`src/rtl/ajd_pkg.sv`:
```
// Shared widths, register indexes and constants of the job dispatcher
`default_nettype none

package ajd_pkg;

    localparam int ARRIVALS_W = 8;
    localparam int PENDING_W  = 16;
    localparam int COUNT_W    = 7;
    localparam int DISP_W     = 7;
    localparam int DUR_W      = 8;
    localparam int THR_W      = 16;
    localparam int CFG_IDX_W  = 2;
    localparam int CFG_DATA_W = 16;

    localparam logic [CFG_IDX_W-1:0] REG_JOB_DURATION    = 2'd0;
    localparam logic [CFG_IDX_W-1:0] REG_SCALE_THRESHOLD = 2'd1;

    localparam logic [DUR_W-1:0] DUR_RESET = 8'd5;
    localparam logic [THR_W-1:0] THR_RESET = 16'd100;

    // n / 10 == (n * 205) >> 11, exact for n up to 1028
    localparam int DIV10_MUL   = 205;
    localparam int DIV10_MUL_W = 8;
    localparam int DIV10_SHIFT = 11;

endpackage

`default_nettype wire

```
`src/rtl/ajd_cell.sv`:
```
// One server slot: countdown register and one hop of the dispatch token
`default_nettype none

module ajd_cell #(
    parameter int INDEX = 0,
    parameter int CW    = 7,
    parameter int PW    = 16
) (
    input  wire logic                        aclk,
    input  wire logic                        aresetn,
    input  wire logic [ajd_pkg::DUR_W-1:0]   job_duration,
    input  wire logic [CW-1:0]               server_count,
    input  wire logic                        clear_en,
    input  wire logic [CW-1:0]               clear_from,
    input  wire logic                        in_valid,
    input  wire logic [PW-1:0]               in_pending,
    input  wire logic [CW-1:0]               in_dispatched,
    output logic                             out_valid,
    output logic [PW-1:0]                    out_pending,
    output logic [CW-1:0]                    out_dispatched
);

    localparam logic [CW-1:0] SLOT = CW'(INDEX);

    logic [ajd_pkg::DUR_W-1:0] countdown_reg;
    logic [ajd_pkg::DUR_W-1:0] countdown_next;
    logic                      valid_reg;
    logic [PW-1:0]             pending_reg;
    logic [PW-1:0]             pending_next;
    logic [CW-1:0]             dispatched_reg;
    logic [CW-1:0]             dispatched_next;
    logic                      active;
    logic                      idle;
    logic                      take;

    always_comb begin
        active = SLOT < server_count;
        idle   = countdown_reg == '0;
        take   = in_valid && active && idle && (in_pending != '0);

        countdown_next = countdown_reg;
        if (clear_en && (SLOT >= clear_from)) begin
            countdown_next = '0;
        end else if (in_valid && active) begin
            if (take) begin
                countdown_next = job_duration;
            end else if (!idle) begin
                countdown_next = countdown_reg - 1'b1;
            end
        end

        pending_next    = take ? in_pending - 1'b1 : in_pending;
        dispatched_next = take ? in_dispatched + 1'b1 : in_dispatched;
    end

    always_ff @(posedge aclk) begin
        if (!aresetn) begin
            countdown_reg <= '0;
            valid_reg     <= 1'b0;
        end else begin
            countdown_reg <= countdown_next;
            valid_reg     <= in_valid;
        end
    end

    always_ff @(posedge aclk) begin
        pending_reg    <= pending_next;
        dispatched_reg <= dispatched_next;
    end

    assign out_valid      = valid_reg;
    assign out_pending    = pending_reg;
    assign out_dispatched = dispatched_reg;

endmodule

`default_nettype wire

```
`config.mk`:
```
export PLATFORM = sky130hd
export DESIGN_NAME = ajd_cell
export DESIGN_NICKNAME = d
export VERILOG_FILES = /design/src/rtl/ajd_pkg.sv /design/src/rtl/ajd_cell.sv
export SDC_FILE = /design/constraint.sdc
export NUM_CORES = 1
export LEC_CHECK = 0
export ABC_AREA = 0
export CAP_MARGIN = 20
export CORE_MARGIN = 3
export CORE_UTILIZATION = 59
export CTS_BUF_LIST = sky130_fd_sc_hd__clkbuf_8
export DETAILED_ROUTE_END_ITERATION = 10
export DONT_BUFFER_PORTS = 1
export PLACE_DENSITY = 0.75
export SETUP_SLACK_MARGIN = 0.2
export SYNTH_ARGS = -nofsm -noshare
export SYNTH_HDL_FRONTEND = slang
export SYNTH_SLANG_ARGS = --single-unit
```
`constraint.sdc`:
```
create_clock -name aclk -period 2.6 [get_ports aclk]
set_input_delay 0.52 -clock aclk [delete_from_list [all_inputs] [get_ports aclk]]
set_output_delay 0.52 -clock aclk [all_outputs]
set_load 0.01 [all_outputs]
```
**Yosys cells after proc, flatten, opt, wreduce, memory -nomap -nowiden**

Index checks and enable logic that the tools add are counted.

- Register bits: 32
- Bits of input ports: 49
- Output and inout port bits: 24
- Logic and storage cells: 23

- $add $sub $neg: 3
- $lt $le $gt $ge: 2
- Equal/unequal tests: 1
- Mux-type cells: 4
- Bitwise gates (word level): 1
- Reductions and logical operators: 8

Operators with widths:

| kind | number |
|---|---|
| 16-bit two-way mux | 1 |
| 8-bit two-way mux | 2 |
| 16-bit nonzero test | 1 |
| 16-bit by 1-bit subtractor with 16-bit output, second input constant | 1 |
| 8-bit zero test | 1 |
| 8-bit by 1-bit subtractor with 8-bit output, second input constant | 1 |
| 7-bit by 1-bit adder with 7-bit output, second input constant | 1 |
| 1-bit by 7-bit >= comparator with 1-bit output, first input constant | 1 |
| 1-bit by 7-bit less-than comparator with 1-bit output, first input constant | 1 |
| 7-bit two-way mux | 1 |
| 1-bit logical AND | 4 |
| 2-bit by 1-bit != test with 1-bit output, second input constant | 1 |
| 2-bit AND reduction | 1 |
| 2-bit OR reduction | 1 |
| 1-bit inverter | 1 |

**Logic depth before layout (Yosys ltp)**

- Word-level depth: 6
- Gate-level depth with buffers: 10
- Depth with buffers taken out: 7

**Worst setup path after synthesis**

Ideal clock, no wire load.

- Path kind: input-to-reg
- From: input port server_count[1]
- To: register countdown_reg[7] (netlist name)
- Library setup time: 0.126 ns
- Data arrival time: 2.217 ns
- Data required time: 2.474 ns
- Slack: 0.258 ns
- Cell stages on the path: 7
- Path buffers: 2
- Cells stage by stage: or4_1 > o21ai_1 > a311o_1 > buf_6 > buf_6 > mux2i_1 > o22ai_1

- Word-level cells in the longest chain between the ends: 6
- Elaborated cells between the ends (all ways): 7
- Those cells by class: 1 x order compare; 1 x eq/ne; 1 x mux; 4 x reduce/logical

Ends and longest elaborated chain:

| what | line | RTL |
|---|---|---|
| from (decl) | ajd_cell.sv:12 | `input wire logic [CW-1:0] server_count,` |
| 1-bit by 7-bit less-than comparator with 1-bit output (*) | ajd_cell.sv:37 | `active = SLOT < server_count;` |
| 1-bit logical AND (*) | ajd_cell.sv:39, ajd_cell.sv:44 |  |
| 1-bit logical AND (2 in series) | ajd_cell.sv:39 | `take = in_valid && active && idle && (in_pending != '0);` |
| 2-bit by 1-bit != test with 1-bit output (no line) | n/a |  |
| 2-bit AND reduction (no line) | n/a |  |
| to (signal assigned) | ajd_cell.sv:61 | `countdown_reg <= countdown_next;` |
| to (decl) | ajd_cell.sv:25 | `logic [ajd_pkg::DUR_W-1:0] countdown_reg;` |

Mark *: on every way between the ends. The rest lies on a longest branch, timed or not.
A chain may end at the register's enable or synchronous reset.

**Final worst setup path**

- From: register countdown_reg[3] (netlist name)
- To: register pending_reg[15], in the netlist out_pending[15]

- Word-level cells in the longest chain between the ends: 4

Ends and longest elaborated chain:

| what | line | RTL |
|---|---|---|
| 8-bit zero test | ajd_cell.sv:38 | `idle = countdown_reg == '0;` |
| 1-bit logical AND (2 in series) | ajd_cell.sv:39 |  |
| 16-bit two-way mux | ajd_cell.sv:52 | `pending_next = take ? in_pending - 1'b1 : in_pending;` |
| via pending_next[15] | ajd_cell.sv:29 | `logic [PW-1:0] pending_next;` |
| to (signal assigned) | ajd_cell.sv:67 | `pending_reg <= pending_next;` |
| to (decl) | ajd_cell.sv:28 | `logic [PW-1:0] pending_reg;` |

The timed path passes the listed nets, and every way through them passes these cells.

==> metrics.log <==
INFO  metric crit-reg2reg-launch = countdown_reg[3]
INFO  metric p_leak = 0.7002 nW
INFO  metric antenna_found_initial = 0
INFO  metric comb_power_share = 0.317
INFO  metric yosys_warnings = 0
INFO  metric die_w = 57.98 um
INFO  metric final_area = 1767 um2
INFO  metric largest_stage_delay_on_the_critical_path = 0.58 ns
INFO  metric holdCritPathClass = primary input to flop
INFO  metric postCtsSetupRepairBufs = 0
INFO  metric wire_length_of_the_first_global_routing_pass = 5.671 mm
INFO  metric switching_share = 0.3257
INFO  metric cts_tree = yes
INFO  metric initialDrtViolationCount = 26
INFO  metric flip_flop_and_latch_count_after_synthesis = 32
INFO  metric num_rows = 18
INFO  metric synth.mux.area_fraction = 0.03140
INFO  metric post_synth.cell_area_avg = 9.161 um2
INFO  metric timing.setup.critical_path_class = flop to flop
INFO  metric ant_nets = 0
INFO  metric die_h = 57.98 um
INFO  metric period_share = 0.9030
INFO  metric power_frac_clock = 0.280
INFO  metric min_period = 2.348 ns
INFO  metric setup-violations-final = 0
INFO  metric actual_transition_at_the_worst_max_transition_pin = 0.4439 ns
INFO  metric proportion_of_power_drawn_by_flip_flops_and_latches = 0.403
INFO  metric total_iterations_of_the_first_detailed_routing_run = 4
INFO  metric synth_compound_gate_area_share = 0.1060
INFO  metric post_synth_main_area_contributors = sky130_fd_sc_hd__dfxtp_1 (40%), sky130_fd_sc_hd__xnor2_1 (8.2%), sky130_fd_sc_hd__nand2_1 (3.5%), sky130_fd_sc_hd__xor2_1 (3.3%), sky130_fd_sc_hd__ha_1 (3.1%)
INFO  metric worstPathMaxFanout = 17
INFO  metric timing.hold.ws = 0.3241 ns
INFO  metric vdd_ir_drop_max = 673.0 uV
INFO  metric slowest_stage_cell_on_the_critical_path = sky130_fd_sc_hd__or4_4
INFO  metric timing.hold.worst.start = in_pending[13]
INFO  metric cp.required = 2.81 ns
INFO  metric finalWorstSetupSlack = 0.2523 ns
INFO  metric combinational_family_with_the_most_area_after_synthesis = simple AND/OR/NAND/NOR gates
INFO  metric setup_tns = 0 ns
INFO  metric first_global_vias = 1287
INFO  metric cp-start-kind = flop
INFO  metric flow.area_growth_from_synthesis = 10.83%
INFO  metric clk_pin_slew_worst_paths = 0.07 ns
INFO  metric global_route.usage.total = 0.2203
INFO  metric min_delay_path_depth = 1
INFO  metric seq_area = 640.6 um2
INFO  metric internal_power = 1.103 mW
INFO  metric maxClockFrequency = 425.9 MHz
INFO  metric synth_cells = 174
INFO  metric outcome = finished clean
INFO  metric grt_setup_unrepaired = true
INFO  metric p_per_area = 925.9 nW/um2
INFO  metric vias = 1273
INFO  metric antenna_cells_inserted = 0
INFO  metric total_power = 1.636 mW
INFO  metric setup.worst_path.end_class = flop
INFO  metric synth_largest_area_cell = sky130_fd_sc_hd__dfxtp_1
INFO  metric cts_buffer_depth = 2
INFO  metric largest_register_ffs = 16
INFO  metric avgViaCountPerCell = 5.949
INFO  metric rr_endpoint = out_pending[15]
INFO  metric power.net_switching = 0.5327 mW
INFO  metric yosys.area_share.xor_xnor = 0.1154
INFO  metric hold_fails_final_rpt = 0
INFO  metric reg2regPathDepth = 6
INFO  metric effective_utilization_at_floorplan = 0.6319
INFO  metric synthAdderAreaFrac = 0.03140
INFO  metric clkLatencyLatePin = 0.28 ns
INFO  metric routabilityCongestion = 0.7807
INFO  metric holdPathEnd = out_pending[13]
INFO  metric cts_hold_repair.buffers = 0
INFO  metric synth_nets = 227
INFO  metric buffer_ports.inserted = 0
INFO  metric synth_top_area_share = 0.4019
INFO  metric crit_path_cell_chain = or4_4 > or3_4 > a311o_1 > buf_6 > nor4_4 > xor2_1
INFO  metric num-nets-final = 236
INFO  metric layout_cell_share_with_drive_strength_beyond_1 = 0.1250
INFO  metric detailed_place_hpwl = 2.579 mm
INFO  metric syn_area = 1594 um2
INFO  metric multiInputGateArea = 902.1 um2
INFO  metric core = 2522 um2
INFO  metric gr-total-overflow = 0
INFO  metric root_buffer = sky130_fd_sc_hd__clkbuf_8
INFO  metric final_max_slew_viol_count = 0
INFO  metric fin_skew = 0.003538 ns
INFO  metric yosysSeqAreaShare = 0.4019
INFO  metric r2r_setup_slack = 0.25 ns
INFO  metric cts.sink_count = 32
INFO  metric cts_buffers = 5
INFO  metric max_cap_viols = 0
INFO  metric floorplan_die_area = 3362 um2
INFO  metric drt-wirelength-per-cell = 15.26 um
INFO  metric dpl-instance-area = 1645 um2
INFO  metric synthDistinctLibCells = 40
INFO  metric io-pin-count = 73
INFO  metric detailedPlace.worstSlack = 0.1402 ns
INFO  metric grt_max_degree = 18
INFO  metric route.detailed.drc = 0
INFO  metric num-fill-cells = 212
INFO  metric drt-total-wl = 3.265 mm
INFO  metric worstPathArrival = 2.56 ns
INFO  metric synth_simple_gate_area_frac = 0.2755
INFO  metric max-slew-margin-rel = 0.7018
INFO  metric htreeDepth = 2
worst max-delay path: cells and delay by family (launching register included):
kind / cells / cell delay (ns)
flops: 1 / 0.35
compound gates: 1 / 0.35
xor+xnor: 1 / 0.18
buf+inv: 1 / 0.18
simple gates: 3 / 1.21
cell usage in the layout (no fill, tap or decap), types with 3 or more instances in the layout:
| cell type | Yosys | routed |
|---|---|---|
| sky130_fd_sc_hd__mux2i_1 | 5 | 5 |
| sky130_fd_sc_hd__a21oi_1 | 8 | 8 |
| sky130_fd_sc_hd__or4_1 | 5 | 5 |
| sky130_fd_sc_hd__o22ai_1 | 5 | 5 |
| sky130_fd_sc_hd__nor3_1 | 7 | 7 |
| sky130_fd_sc_hd__dfxtp_1 | 32 | 32 |
| sky130_fd_sc_hd__or3_1 | 5 | 4 |
| sky130_fd_sc_hd__xor2_1 | 6 | 6 |
| sky130_fd_sc_hd__nand2_1 | 15 | 15 |
| sky130_fd_sc_hd__ha_1 | 4 | 4 |
| sky130_fd_sc_hd__xnor2_1 | 15 | 15 |
| sky130_fd_sc_hd__nor2_1 | 13 | 13 |
| sky130_fd_sc_hd__buf_4 | 1 | 6 |
| sky130_fd_sc_hd__clkbuf_8 | 0 | 5 |
| sky130_fd_sc_hd__nand3_1 | 8 | 8 |
| sky130_fd_sc_hd__nand4_1 | 3 | 3 |
| sky130_fd_sc_hd__nor4_1 | 3 | 3 |
| sky130_fd_sc_hd__nand2b_1 | 4 | 4 |
| sky130_fd_sc_hd__inv_1 | 6 | 7 |
area by class of cell:
cell class              instances  share of cell area
clock buffers                   5             0.03895
clock inverters                 3             0.02195
inverters                       6             0.01275
multi-input cells             131              0.5106
flip-flops and latches         32              0.3626
well taps                      30             0.02125
repair buffers                  7             0.03187
power groups by stage:
stage | Clock, mW | Combinational, mW | Sequential [mW]
final | 0.458 | 0.519 | 0.659
after floorplan | 0 | 0.447 | 0.653
after global routing | 0.494 | 0.593 | 0.671
after detailed placement | 0 | 0.499 | 0.670
after CTS | 0.471 | 0.517 | 0.661
after global placement | 0 | 0.483 | 0.668
cell usage after synthesis, drive strengths merged:
cell type	number
and3	2
and2	2
xor2	6
a21boi	1
nor3	7
nand2	15
a311oi	1
nor2b	1
o31ai	2
a21oi	8
nand2b	4
nand4b	1
nand3	8
clkbuf	1
a31oi	1
o21ai	3
or2	2
nor4	6
o311a	1
a311o	1
nand4	3
buf	4
dfxtp	32
or4	6
or3	5
inv	6
o22ai	5
ha	4
nor4b	2
mux2i	5
o21a	1
xnor2	15
nor2	13
per-stage QoR:
step,cells,utilization
3_5_place_dp,206,0.6523
5_1_grt,214,0.7004
6_report,214,0.7004
2_1_floorplan,174,-
4_1_cts,214,0.6984
3_3_place_gp,206,0.6523
timing repair:
| item | 4_1_cts | 5_1_grt |
|---|---|---|
| endpoints found under the hold margin | 0 | 0 |
| endpoints found under the setup margin | 6 | 5 |
| resized for setup | 2 | 1 |
| pin swaps | 0 | 1 |
logic make-up (layout without fill, tap and decap cells):
kind of cell,count (synthesis),count (layout)
AO/OA/AOI/OAI,24,24
XOR/XNOR,21,21
adder cells (fa/ha/maj),4,4
buffers and inverters,11,21
flip-flops,32,32
multiplexers,5,5
AND/OR/NAND/NOR,77,77
worst max path at each step:
| stage | startpoint | cells after the start | to | slack, ns |
|---|---|---|---|---|
| after global placement | countdown_reg[3] | 6 | out_pending[9] | 0.23 |
| after CTS | countdown_reg[3] | 6 | out_pending[15] | 0.23 |
| after floorplan | server_count[1] | 7 | countdown_reg[7] | 0.26 |
| after detailed placement | countdown_reg[3] | 6 | countdown_reg[1] | 0.14 |
| after global routing | countdown_reg[3] | 6 | out_pending[9] | 0.19 |
| final | countdown_reg[3] | 6 | out_pending[15] | 0.25 |
metal layers:
| layer | global-route usage | part of all wire |
|---|---|---|
| met1 | 0.2479 | 0.37 |
| met2 | 0.3645 | 0.52 |
| met5 | 0 | 0 |
| met4 | 0.08609 | 0.014 |
| met3 | 0.09800 | 0.088 |
Note: power is estimated with default switching activity, not from simulation.
